<file path="src/rtl/lart_pkg.sv">
// Package for the lock auto-release timer: widths, codes, word types and the
// legacy mode duration table. Depends on nothing; every other file uses it.
package lart_pkg;

  localparam int unsigned MS_W     = 32;
  localparam int unsigned DAY_W    = 9;
  localparam int unsigned MINUTE_W = 11;
  localparam int unsigned POLICY_W = 3;
  localparam int unsigned MODE_W   = 4;
  localparam int unsigned RELMIN_W = 16;
  localparam int unsigned CAUSE_W  = 3;
  localparam int unsigned OPCODE_W = 2;
  localparam int unsigned CFG_IDX_W  = 2;
  localparam int unsigned CFG_DATA_W = 32;

  typedef enum logic [OPCODE_W-1:0] {
    OP_LOCK_ON  = 2'd0,
    OP_LOCK_OFF = 2'd1,
    OP_TICK     = 2'd2,
    OP_IGNORE   = 2'd3
  } opcode_t;

  typedef enum logic [CAUSE_W-1:0] {
    CAUSE_NONE         = 3'd0,
    CAUSE_EXTERNAL_OFF = 3'd1,
    CAUSE_DURATION     = 3'd2,
    CAUSE_RELEASE_TIME = 3'd3,
    CAUSE_DAY_CHANGE   = 3'd4
  } cause_t;

  localparam logic [POLICY_W-1:0] POL_LEGACY       = 3'd0;
  localparam logic [POLICY_W-1:0] POL_DURATION     = 3'd1;
  localparam logic [POLICY_W-1:0] POL_TIME_OF_DAY  = 3'd2;
  localparam logic [POLICY_W-1:0] POL_DUR_OR_TIME  = 3'd3;
  localparam logic [POLICY_W-1:0] POL_EXTERNAL     = 3'd4;

  localparam logic [MODE_W-1:0] MODE_NONE     = 4'd0;
  localparam logic [MODE_W-1:0] MODE_NEXT_DAY = 4'd12;

  localparam logic [RELMIN_W-1:0] RELEASE_OFF = 16'hFFFF;

  localparam logic [CFG_IDX_W-1:0] REG_POLICY         = 2'd0;
  localparam logic [CFG_IDX_W-1:0] REG_FALLBACK_MODE  = 2'd1;
  localparam logic [CFG_IDX_W-1:0] REG_DURATION_MS    = 2'd2;
  localparam logic [CFG_IDX_W-1:0] REG_RELEASE_MINUTE = 2'd3;

  typedef struct packed {
    logic [POLICY_W-1:0] policy;
    logic [MODE_W-1:0]   fallback_mode;
    logic [MS_W-1:0]     duration_ms;
    logic [RELMIN_W-1:0] release_minute;
  } cfg_t;

  typedef struct packed {
    logic                locked;
    logic [MS_W-1:0]     deadline;
    logic                act_valid;
    logic [DAY_W-1:0]    act_day;
    logic [MINUTE_W-1:0] act_minute;
  } lock_state_t;

  typedef struct packed {
    opcode_t             opcode;
    logic [MS_W-1:0]     now_ms;
    logic                has_time;
    logic [DAY_W-1:0]    day_of_year;
    logic [MINUTE_W-1:0] minute_of_day;
  } in_word_t;

  typedef struct packed {
    logic   lock_active;
    logic   lock_changed;
    cause_t release_cause;
  } out_word_t;

  // Legacy fixed durations in milliseconds, indexed by fallback mode.
  function automatic logic [MS_W-1:0] mode_ms(input logic [MODE_W-1:0] mode);
    logic [MS_W-1:0] ms;
    case (mode)
      4'd1:    ms = 32'd60000;
      4'd2:    ms = 32'd120000;
      4'd3:    ms = 32'd300000;
      4'd4:    ms = 32'd600000;
      4'd5:    ms = 32'd1200000;
      4'd6:    ms = 32'd1800000;
      4'd7:    ms = 32'd3600000;
      4'd8:    ms = 32'd7200000;
      4'd9:    ms = 32'd18000000;
      4'd10:   ms = 32'd28800000;
      4'd11:   ms = 32'd43200000;
      default: ms = '0;
    endcase
    return ms;
  endfunction

endpackage

</file>
<file path="src/rtl/lart_in_if.sv">
// Input channel of the lock auto-release timer: valid, ready and one input word.
// Depends on lart_pkg for the field widths.
interface lart_in_if;
  logic                                valid;
  logic                                ready;
  logic [lart_pkg::OPCODE_W-1:0]       opcode;
  logic [lart_pkg::MS_W-1:0]           now_ms;
  logic                                has_time;
  logic [lart_pkg::DAY_W-1:0]          day_of_year;
  logic [lart_pkg::MINUTE_W-1:0]       minute_of_day;

  modport source (output valid, opcode, now_ms, has_time, day_of_year, minute_of_day,
                  input ready);
  modport sink (input valid, opcode, now_ms, has_time, day_of_year, minute_of_day,
                output ready);
  modport mon (input valid, ready, opcode, now_ms, has_time, day_of_year, minute_of_day);
endinterface

</file>
<file path="src/rtl/lart_out_if.sv">
// Result channel of the lock auto-release timer: valid, ready and one result word.
// Depends on lart_pkg for the field widths.
interface lart_out_if;
  logic                         valid;
  logic                         ready;
  logic                         lock_active;
  logic                         lock_changed;
  logic [lart_pkg::CAUSE_W-1:0] release_cause;

  modport source (output valid, lock_active, lock_changed, release_cause, input ready);
  modport sink (input valid, lock_active, lock_changed, release_cause, output ready);
  modport mon (input valid, ready, lock_active, lock_changed, release_cause);
endinterface

</file>
<file path="src/rtl/lart_cfg_if.sv">
// Configuration write channel: valid, ready, register index and write data.
// Depends on lart_pkg for the field widths.
interface lart_cfg_if;
  logic                            valid;
  logic                            ready;
  logic [lart_pkg::CFG_IDX_W-1:0]  index;
  logic [lart_pkg::CFG_DATA_W-1:0] data;

  modport source (output valid, index, data, input ready);
  modport sink (input valid, index, data, output ready);
  modport mon (input valid, ready, index, data);
endinterface

</file>
<file path="src/rtl/lart_cfg_regs.sv">
// Configuration register file of the lock auto-release timer.
// Depends on lart_pkg and lart_cfg_if.
module lart_cfg_regs (
  input  logic            clk,
  input  logic            rst_n,
  lart_cfg_if.sink        cfg_ch,
  output lart_pkg::cfg_t  cfg_o
);

  lart_pkg::cfg_t cfg_r;

  assign cfg_ch.ready = 1'b1;
  assign cfg_o        = cfg_r;

  always_ff @(posedge clk) begin
    if (!rst_n) begin
      cfg_r.policy         <= lart_pkg::POL_LEGACY;
      cfg_r.fallback_mode  <= lart_pkg::MODE_NONE;
      cfg_r.duration_ms    <= '0;
      cfg_r.release_minute <= lart_pkg::RELEASE_OFF;
    end else if (cfg_ch.valid) begin
      case (cfg_ch.index)
        lart_pkg::REG_POLICY: begin
          cfg_r.policy <= cfg_ch.data[lart_pkg::POLICY_W-1:0];
        end
        lart_pkg::REG_FALLBACK_MODE: begin
          cfg_r.fallback_mode <= cfg_ch.data[lart_pkg::MODE_W-1:0];
        end
        lart_pkg::REG_DURATION_MS: begin
          cfg_r.duration_ms <= cfg_ch.data[lart_pkg::MS_W-1:0];
        end
        lart_pkg::REG_RELEASE_MINUTE: begin
          cfg_r.release_minute <= cfg_ch.data[lart_pkg::RELMIN_W-1:0];
        end
        default: begin
        end
      endcase
    end
  end

endmodule

</file>
<file path="src/rtl/lart_eval.sv">
// Next-state and result logic for one input word of the lock auto-release timer.
// Depends on lart_pkg.
module lart_eval (
  input  lart_pkg::cfg_t        cfg_i,
  input  lart_pkg::lock_state_t state_i,
  input  lart_pkg::in_word_t    word_i,
  output lart_pkg::lock_state_t state_nxt_o,
  output lart_pkg::out_word_t   result_o
);

  logic [lart_pkg::POLICY_W-1:0] pol;
  logic [lart_pkg::MS_W-1:0]     dur;
  logic [lart_pkg::MS_W-1:0]     elapsed;
  logic                          by_dur;
  logic                          by_time;
  logic                          day_change;
  lart_pkg::cause_t              cause;
  lart_pkg::lock_state_t         armed;
  lart_pkg::lock_state_t         nxt;

  assign pol = (cfg_i.policy > lart_pkg::POL_EXTERNAL) ? lart_pkg::POL_LEGACY : cfg_i.policy;

  always_comb begin
    if (pol == lart_pkg::POL_LEGACY) begin
      dur = lart_pkg::mode_ms(cfg_i.fallback_mode);
    end else if (pol == lart_pkg::POL_DURATION || pol == lart_pkg::POL_DUR_OR_TIME) begin
      dur = cfg_i.duration_ms;
    end else begin
      dur = '0;
    end
  end

  always_comb begin
    armed.locked     = 1'b1;
    armed.deadline   = (dur != '0) ? word_i.now_ms + dur : '0;
    armed.act_valid  = word_i.has_time;
    armed.act_day    = word_i.has_time ? word_i.day_of_year : '0;
    armed.act_minute = word_i.has_time ? word_i.minute_of_day : '0;
  end

  assign elapsed = word_i.now_ms - state_i.deadline;
  assign by_dur  = (state_i.deadline != '0) && !elapsed[lart_pkg::MS_W-1];

  always_comb begin
    by_time = word_i.has_time && (cfg_i.release_minute != lart_pkg::RELEASE_OFF) &&
              state_i.act_valid && (word_i.day_of_year >= state_i.act_day) &&
              !((word_i.day_of_year == state_i.act_day) &&
                (cfg_i.release_minute <= {5'd0, state_i.act_minute})) &&
              ({5'd0, word_i.minute_of_day} >= cfg_i.release_minute);
  end

  assign day_change = (cfg_i.fallback_mode == lart_pkg::MODE_NEXT_DAY) && word_i.has_time &&
                      state_i.act_valid && (word_i.day_of_year != state_i.act_day);

  always_comb begin
    nxt   = state_i;
    cause = lart_pkg::CAUSE_NONE;
    case (word_i.opcode)
      lart_pkg::OP_LOCK_ON: begin
        nxt = armed;
      end
      lart_pkg::OP_LOCK_OFF: begin
        if (state_i.locked) begin
          cause = lart_pkg::CAUSE_EXTERNAL_OFF;
        end
        nxt = '0;
      end
      lart_pkg::OP_TICK: begin
        if (state_i.locked && pol != lart_pkg::POL_EXTERNAL) begin
          if (pol != lart_pkg::POL_LEGACY) begin
            if ((pol == lart_pkg::POL_TIME_OF_DAY || pol == lart_pkg::POL_DUR_OR_TIME) &&
                by_time) begin
              cause = lart_pkg::CAUSE_RELEASE_TIME;
            end else if (by_dur) begin
              cause = lart_pkg::CAUSE_DURATION;
            end
          end else if (cfg_i.fallback_mode != lart_pkg::MODE_NONE) begin
            if (state_i.deadline != '0) begin
              if (by_dur) begin
                cause = lart_pkg::CAUSE_DURATION;
              end
            end else if (day_change) begin
              cause = lart_pkg::CAUSE_DAY_CHANGE;
            end
          end
          if (cause != lart_pkg::CAUSE_NONE) begin
            nxt = '0;
          end
        end
      end
      default: begin
      end
    endcase
  end

  assign state_nxt_o            = nxt;
  assign result_o.lock_active   = nxt.locked;
  assign result_o.lock_changed  = nxt.locked != state_i.locked;
  assign result_o.release_cause = cause;

endmodule

</file>
<file path="src/rtl/lock_auto_release_timer_unit.sv">
// Lock auto-release timer, top level: input register, evaluation, result register.
// An accepted word goes into the input register and, once it advances, its result word
// is held in the result register, where it is offered on the result channel.
// Throughput: one word per cycle while the result channel takes its words; while a
// result word is stalled, the input side accepts only into an empty input register.
// Reset (rst_n, synchronous): lock state and valid flags cleared, release minute disabled, other config 0.
module lock_auto_release_timer_unit (
  input  logic       clk,
  input  logic       rst_n,
  lart_in_if.sink    in_ch,
  lart_out_if.source out_ch,
  lart_cfg_if.sink   cfg_ch
);

  lart_pkg::cfg_t        cfg;
  lart_pkg::lock_state_t state_r;
  lart_pkg::lock_state_t state_nxt;
  lart_pkg::in_word_t    in_word_r;
  lart_pkg::out_word_t   result;
  lart_pkg::out_word_t   out_word_r;
  logic                  in_valid_r;
  logic                  out_valid_r;
  logic                  advance;

  lart_cfg_regs u_cfg_regs (
    .clk    (clk),
    .rst_n  (rst_n),
    .cfg_ch (cfg_ch),
    .cfg_o  (cfg)
  );

  lart_eval u_eval (
    .cfg_i       (cfg),
    .state_i     (state_r),
    .word_i      (in_word_r),
    .state_nxt_o (state_nxt),
    .result_o    (result)
  );

  assign advance     = in_valid_r && (!out_valid_r || out_ch.ready);
  assign in_ch.ready = !in_valid_r || advance;

  always_ff @(posedge clk) begin
    if (!rst_n) begin
      in_valid_r  <= 1'b0;
      out_valid_r <= 1'b0;
      state_r     <= '0;
    end else begin
      if (in_ch.ready) begin
        in_valid_r <= in_ch.valid;
      end
      if (advance) begin
        state_r     <= state_nxt;
        out_valid_r <= 1'b1;
      end else if (out_ch.ready) begin
        out_valid_r <= 1'b0;
      end
    end
  end

  always_ff @(posedge clk) begin
    if (in_ch.valid && in_ch.ready) begin
      in_word_r.opcode        <= lart_pkg::opcode_t'(in_ch.opcode);
      in_word_r.now_ms        <= in_ch.now_ms;
      in_word_r.has_time      <= in_ch.has_time;
      in_word_r.day_of_year   <= in_ch.day_of_year;
      in_word_r.minute_of_day <= in_ch.minute_of_day;
    end
    if (advance) begin
      out_word_r <= result;
    end
  end

  assign out_ch.valid         = out_valid_r;
  assign out_ch.lock_active   = out_word_r.lock_active;
  assign out_ch.lock_changed  = out_word_r.lock_changed;
  assign out_ch.release_cause = out_word_r.release_cause;

endmodule

</file>
<file path="src/flat_wrapper.sv">
// flat-port wrapper written by rule: the top's interface ports become plain ports
module lock_auto_release_timer_unit_flat 
  (clk, rst_n, in_ch_valid, in_ch_opcode, in_ch_now_ms, in_ch_has_time, in_ch_day_of_year, in_ch_minute_of_day, in_ch_ready, out_ch_valid, out_ch_lock_active, out_ch_lock_changed, out_ch_release_cause, out_ch_ready, cfg_ch_valid, cfg_ch_index, cfg_ch_data, cfg_ch_ready);
  lart_in_if in_ch_i ();
  lart_out_if out_ch_i ();
  lart_cfg_if cfg_ch_i ();
  input  logic clk;
  input  logic rst_n;
  input wire logic [$bits(in_ch_i.valid)-1:0] in_ch_valid;
  input wire logic [$bits(in_ch_i.opcode)-1:0] in_ch_opcode;
  input wire logic [$bits(in_ch_i.now_ms)-1:0] in_ch_now_ms;
  input wire logic [$bits(in_ch_i.has_time)-1:0] in_ch_has_time;
  input wire logic [$bits(in_ch_i.day_of_year)-1:0] in_ch_day_of_year;
  input wire logic [$bits(in_ch_i.minute_of_day)-1:0] in_ch_minute_of_day;
  output wire logic [$bits(in_ch_i.ready)-1:0] in_ch_ready;
  output wire logic [$bits(out_ch_i.valid)-1:0] out_ch_valid;
  output wire logic [$bits(out_ch_i.lock_active)-1:0] out_ch_lock_active;
  output wire logic [$bits(out_ch_i.lock_changed)-1:0] out_ch_lock_changed;
  output wire logic [$bits(out_ch_i.release_cause)-1:0] out_ch_release_cause;
  input wire logic [$bits(out_ch_i.ready)-1:0] out_ch_ready;
  input wire logic [$bits(cfg_ch_i.valid)-1:0] cfg_ch_valid;
  input wire logic [$bits(cfg_ch_i.index)-1:0] cfg_ch_index;
  input wire logic [$bits(cfg_ch_i.data)-1:0] cfg_ch_data;
  output wire logic [$bits(cfg_ch_i.ready)-1:0] cfg_ch_ready;
  assign in_ch_i.valid = in_ch_valid;
  assign in_ch_i.opcode = in_ch_opcode;
  assign in_ch_i.now_ms = in_ch_now_ms;
  assign in_ch_i.has_time = in_ch_has_time;
  assign in_ch_i.day_of_year = in_ch_day_of_year;
  assign in_ch_i.minute_of_day = in_ch_minute_of_day;
  assign in_ch_ready = in_ch_i.ready;
  assign out_ch_valid = out_ch_i.valid;
  assign out_ch_lock_active = out_ch_i.lock_active;
  assign out_ch_lock_changed = out_ch_i.lock_changed;
  assign out_ch_release_cause = out_ch_i.release_cause;
  assign out_ch_i.ready = out_ch_ready;
  assign cfg_ch_i.valid = cfg_ch_valid;
  assign cfg_ch_i.index = cfg_ch_index;
  assign cfg_ch_i.data = cfg_ch_data;
  assign cfg_ch_ready = cfg_ch_i.ready;
  lock_auto_release_timer_unit u_core (.clk(clk), .rst_n(rst_n), .in_ch(in_ch_i), .out_ch(out_ch_i), .cfg_ch(cfg_ch_i));
endmodule
</file>
<file path="config.mk">
export PLATFORM = sky130hd
export DESIGN_NAME = lock_auto_release_timer_unit_flat
export DESIGN_NICKNAME = d
export VERILOG_FILES = /design/src/rtl/lart_pkg.sv /design/src/rtl/lart_in_if.sv /design/src/rtl/lart_out_if.sv /design/src/rtl/lart_cfg_if.sv /design/src/rtl/lart_cfg_regs.sv /design/src/rtl/lart_eval.sv /design/src/rtl/lock_auto_release_timer_unit.sv /design/src/flat_wrapper.sv
export SDC_FILE = /design/constraint.sdc
export NUM_CORES = 1
export LEC_CHECK = 0
export ABC_AREA = 1
export BUFFER_PORTS_ARGS = -buffer_cell sky130_fd_sc_hd__buf_4
export CORE_MARGIN = 4
export CORE_UTILIZATION = 40
export CTS_BUF_LIST = sky130_fd_sc_hd__clkbuf_8 sky130_fd_sc_hd__clkbuf_16
export DETAILED_ROUTE_END_ITERATION = 12
export GPL_ROUTABILITY_DRIVEN = 0
export MAX_ROUTING_LAYER = met4
export SYNTH_ARGS = -nofsm -noshare
export SYNTH_HDL_FRONTEND = slang
export SYNTH_SLANG_ARGS = --single-unit
</file>
<file path="constraint.sdc">
create_clock -name clk -period 4.2 [get_ports clk]
set_input_delay 0.21 -clock clk [delete_from_list [all_inputs] [get_ports clk]]
set_output_delay 0.21 -clock clk [all_outputs]
set_load 0.005 [all_outputs]
</file>
## Yosys cells after proc, flatten, opt, wreduce, memory -nomap -nowiden

Memories as Yosys holds them, arrays and structs flattened. A register that Yosys moved wholly into a read port is not among the register bits.
Index checks and enable logic that the tools add are counted.

- Register bits after elaboration: 171
- Bits in latches: 0
- Bits in writable memories: 0
- ROM bits: 336
- Output and inout bits: 8
- Logic and storage cells: 103
- Memories kept: 1

Memory list:

| name | words | width | rd ports | clocked after Yosys merged registers in | wr ports | RTL line | RTL |
|---|---|---|---|---|---|---|---|
| (name not given) | 16 | 21 | 1 | 1 | 0 | lart_pkg.sv:79 | `case (mode)` |

- Add/sub/neg operators: 2
- $mul: 0
- Divide/modulo/power cells: 0
- Order comparisons: 4
- Equality and inequality tests: 16
- Shift operators: 0
- Multiplexer cells: 24
- Bitwise operators: 0
- Reduce and logical (&&, ||, !) cells: 37

Operators with widths:

| kind | count |
|---|---|
| $pmux 54 s3 | 1 |
| $mux 54 | 2 |
| $mux 32 | 3 |
| $reduce_bool 32->1 | 2 |
| $add 32x32->32 | 1 |
| $sub 32x32->32 | 1 |
| $mux 3 | 8 |
| $ge 11x16->1 | 1 |
| $le 16x11->1 | 1 |
| $ne 16x16->1 const B | 1 |
| $logic_and 1x1->1 | 14 |
| $mux 11 | 1 |
| $eq 9x9->1 | 1 |
| $ge 9x9->1 | 1 |
| $mux 9 | 1 |
| $ne 9x9->1 | 1 |
| $reduce_bool 3->1 | 3 |
| $mux 4 | 2 |
| $reduce_and 2->1 | 4 |
| $eq 2x2->1 const B | 3 |
| $eq 3x2->1 const B | 2 |
| $pmux 3 s2 | 1 |
| $eq 2x1->1 const B | 2 |
| $eq 4x4->1 const B | 1 |
| 14 further kinds | 25 |

## Depth between registers and ports, before layout

- Depth after elaboration: 16
- Mapped depth: 23
- Mapped depth without buffers: 22

## Cells and area by module

A second synthesis with hierarchy kept.

- Cell total of the unflattened synthesis: 1934
- Area, all modules: 12687.2 um^2

Modules (own cells, without submodules):

| module | instances | cells an instance | area an instance (um^2) |
|---|---|---|---|
| lart_eval | 1 | 1186 | 6237.2 |
| lock_auto_release_timer_unit | 1 | 426 | 4272.8 |
| lart_cfg_regs | 1 | 322 | 2177.1 |

## Least setup slack after synthesis

No wires, ideal clock.

- Path kind: reg2reg
- Start: reg u_core.u_cfg_regs.cfg_r (netlist bit u_core.u_cfg_regs.cfg_o[53])
- End: reg u_core.state_r[43] (netlist name)
- Library setup time: 0.112 ns
- Data arrival time: 2.265 ns
- Slack: 1.823 ns
- Stages on the path, launching flop included: 21
- Path buffers: 1
- Clock period less this slack: 2.377 ns
- Cells stage by stage: dfxtp_1 > inv_1 > nand3_2 > buf_2 > nand3_1 > nand2_1 > ha_1 > nand2_1 > inv_1 > a21oi_1 > inv_1 > a21oi_1 > nand2_1 > a21oi_1 > inv_1 > nand2_1 > nand3b_1 > nand2_1 > nor2_1 > nor2_1 > nor2_1

- Longest elaborated chain between the ends: 12
- Elaborated cells on any way between the ends: 26
- Those cells by class: add/sub: 1; order compare: 1; eq/ne: 6; mux: 9; reduce/logical: 9

RTL lines:

| element | RTL line | RTL |
|---|---|---|
| from (decl) | lart_cfg_regs.sv:10 | `lart_pkg::cfg_t cfg_r;` |
| $gt 3x3->1 | lart_eval.sv:21 | `assign pol = (cfg_i.policy > lart_pkg::POL_EXTERNAL) ? lart_pkg::POL_LEGACY : cfg_i.policy;` |
| $mux 3 * | lart_eval.sv:21 |  |
| parallel branches: the longest is 10 deep, another holds $add 32x32->32 | -- |  |
| to (signal assigned) | lock_auto_release_timer_unit.sv:53 | `state_r <= state_nxt;` |
| to (decl) | lock_auto_release_timer_unit.sv:16 | `lart_pkg::lock_state_t state_r;` |

Mark *: on every way between the ends. The select of a mux whose other input is x is not followed.
A chain may end at the register's enable or synchronous reset.

## Worst setup path after layout

- Start: reg u_core.u_cfg_regs.cfg_r (netlist bit u_core.u_cfg_regs.cfg_o[52])
- End: reg u_core.state_r[40] (netlist name)

The elaborated chain is that of the path after synthesis.

==> flow_summary.json <==
{
  "cpPeakStageDelay_ns": 0.99,
  "multi_input_area_sq_mm": 0.006101,
  "path_max_fanout": 19,
  "cts_setup_buffers": 0,
  "finalHoldViolCount": 0,
  "startpoint_type": "register",
  "max_cap_viol_count": 0,
  "syn-num-nets": 1791,
  "layout_setup_ws_ns": 0.5751,
  "cp-end-kind": "register",
  "cts_max_level": 4,
  "dieArea_sq_mm": 0.03158,
  "grt_pass1_vias": 10660,
  "vias": 10890,
  "ys_types": 43,
  "synth_edf_count": 60,
  "antenna_found_initial": 0,
  "netlist_top_cells_count": "nand2_1 (372), nor2_1 (227), inv_1 (179), a21oi_1 (138), nand3_1 (138)",
  "synthFlopType": "dfxtp_1",
  "antennaDiodeCount": 0,
  "post_drt_wl_per_cell_um": 15.81,
  "setup_viol": 0,
  "tritoncts_num_sinks": 191,
  "synth.largest_area_cell": "dfxtp_1",
  "fin_tns_setup_ns": 0,
  "cp.arrival_ns": 4.02,
  "synthToLayoutAreaGrowth_pct": 20.38,
  "async_reset_ff_share_pct": 0,
  "syn_area_sq_mm": 0.01152,
  "core_area_sq_mm": 0.02809,
  "share_clk_of_total_power_pct": 36.8,
  "intPower_mw": 3.118,
  "grt_pass1_wl_um": 54180,
  "root_buffer": "clkbuf_16",
  "clk_pin_slew_worst_paths_ns": 0.08,
  "grt-ovfl-total": 0,
  "path_buf_inv": 1,
  "ant_nets": 0,
  "clock_skew_ns": 0.01591,
  "synth_warnings": 0,
  "rows": 61,
  "slew_violations": 0,
  "yosys.area_share.simple_pct": 29.32,
  "cts_made_buffers": 17,
  "nNetsFinal": 1939,
  "max_freq_ghz": 0.2759,
  "vias_per_cell": 5.101,
  "synthMuxAreaShare_pct": 0.08687,
  "cpMaxStageDelayCell": "o21ai_1",
  "ff_latch_area_sq_mm": 0.004424,
  "rsz0062_at_grt": "no",
  "synth-seq-cells": 191,
  "grt_use_total_pct": 22.26,
  "ys_seq_area_share_pct": 38.40,
  "cp_top_family": "compound AO/OA/AOI/OAI gates",
  "grt_max_degree": 63,
  "synthAdderAreaFrac_pct": 11.14,
  "clk-insertion-delay-late_ns": 0.46,
  "synth_area_leaders": "dfxtp_1 (23%), edfxtp_1 (16%), nand2_1 (12%)",
  "synth_top_family_by_area": "simple AND/OR/NAND/NOR gates",
  "cts_tree": "built",
  "place_ws_ns": 0.6625,
  "dr.pass1.iters": 8,
  "stdcell_area_sq_mm": 0.01387,
  "numPortBuffers": 100,
  "fill_cells": 2855,
  "dp_hpwl_um": 24950,
  "clockBufferDepth": 2,
  "layout-drive-gt1-share_pct": 9.396,
  "r2r_slack_ns": 0.58,
  "syn_inst": 1595,
  "syn_area_per_cell_sq_um": 7.224,
  "dieWidth_um": 177.7,
  "period_needed_ns": 3.625,
  "critPathMostFrequentCell": "nand2_1",
  "drcViolationCount": 0,
  "finalCritPeriodShare_pct": 86.31,
  "die_h_um": 177.7,
  "seqPwrFrac_pct": 45.0,
  "path_class": "reg -> reg",
  "powerDensity_mw_per_mm2": 327.7,
  "yosys.area_share.xor_xnor_pct": 1.672,
  "post-synth-top-count-cell": "nand2_1",
  "status": "finished, final reports clean",
  "min_path_type": "in -> reg",
  "drtIter0Drc": 729,
  "p_sw_mw": 1.427,
  "tightest_slew_ns": 1.283,
  "cts_resized": 0,
  "synth_top_area_share_pct": 22.76,
  "comb_power_share_pct": 18.2,
  "initial_core_util_pct": 41.02,
  "synth-compound-area-share_pct": 10.66,
  "drt_wl_total_um": 33740,
  "power_mw": 4.545,
  "pin_count": 102,
  "slew_headroom_pct": 13.91,
  "vdd_drop_max_uv": 281.3,
  "crit_chain": "o21ai_1 -> nand3_1 -> nand2_1 -> ha_1 -> nand2_1 -> clkinv_1 -> a21oi_1 -> o21ai_1 -> nand3_1 -> nand2_1 -> a21oi_1 -> xnor2_1 -> nand2_1 -> nand2_1 -> nand2_1 -> nor2_1",
  "placed_cell_area_sq_mm": 0.01255,
  "p_sw_share_pct": 31.39,
  "p_leak_nw": 6.297,
  "ctsHoldBuffers": 73,
  "cp.required_ns": 4.60
}
## power by group through the flow
stage	Clock, mW	Combinational (mW)	Sequential (mW)
finish	1.67	0.829	2.04
global route	1.77	0.932	2.05
CTS	1.71	0.825	2.04
detailed placement	0	0.767	2.09
global placement	0	0.760	2.09
floorplan	0	0.535	2.07
## per-layer routing
layer	vias to the layer above	share of wire (%)	track usage, %
met4	0	2.4	6.768
met1	5023	46	28.45
met2	301	47	36.46
li1	5512	-	-
met5	-	0	-
met3	50	5.3	3.558
## layout make-up
type | instances | share of cell area, %
multi-input combinational | 1161 | 43.98
tap | 378 | 3.410
sequential | 191 | 31.90
clock inverter | 15 | 1.200
inverter | 185 | 5.006
timing repair buffer | 187 | 11.44
clock buffer | 17 | 3.067
## cell families (layout without fill, tap and decap cells)
logic type / count (synthesis) / count (layout)
multiplexers: 1 / 1
AND/OR/NAND/NOR: 803 / 803
adder cells (fa/ha/maj): 102 / 102
buffers and inverters: 243 / 404
AO/OA/AOI/OAI: 232 / 232
flip-flops: 191 / 191
other: 1 / 1
XOR/XNOR: 22 / 22
## cell usage in the layout, fill, tap and decap left out, drive strengths merged, types with 5 or more instances in the layout
cell type and n:
nand2 376, nor2 227, inv 193, nand3 141, a21oi 138, dfxtp 131, buf 114, ha 101
dlygate4sd3 73, o21ai 71, edfxtp 60, nand4 26, clkbuf 17, nor3 16, xor2 13, nand3b 9
xnor2 9, o21bai 8, clkinv 7, a21o 5
## through the flow
| step | instances | util [%] | hold slack, ns |
|---|---|---|---|
| after global routing | 2134 | 49.39 | 0.01576 |
| after CTS | 2134 | 49.39 | 0.001060 |
| after global placement | 2029 | 44.68 | 0.3887 |
| after detailed placement | 2029 | 44.68 | 0.3893 |
| after floorplan | 1595 | - | 0.3089 |
| final | 2134 | 49.39 | 0.007553 |
## worst paths after layout
path | start | end | depth (start not counted)
worst max-delay path | u_core.u_cfg_regs.cfg_o[52]$_SDFFE_PN0P_ | u_core.state_r[40]$_SDFFE_PN0P_ | 16
worst min register to register | u_core.u_cfg_regs.cfg_o[19]$_SDFFE_PN0P_ | u_core.u_cfg_regs.cfg_o[19]$_SDFFE_PN0P_ | 2
worst max register to register | u_core.u_cfg_regs.cfg_o[52]$_SDFFE_PN0P_ | u_core.state_r[40]$_SDFFE_PN0P_ | 16
worst min-delay path | cfg_ch_data[13] | u_core.u_cfg_regs.cfg_o[29]$_SDFFE_PN0P_ | 3
## worst register-to-register path, stage by stage, from the launching register on
cell and delay, ns:
dfxtp_1 0.34, o21ai_1 0.99, nand3_1 0.18, nand2_1 0.19
ha_1 0.31, nand2_1 0.10, clkinv_1 0.11, a21oi_1 0.18
o21ai_1 0.19, nand3_1 0.11, nand2_1 0.15, a21oi_1 0.27
xnor2_1 0.16, nand2_1 0.06, nand2_1 0.07, nand2_1 0.07
nor2_1 0.09
Note: power is estimated with default switching activity, not from simulation.
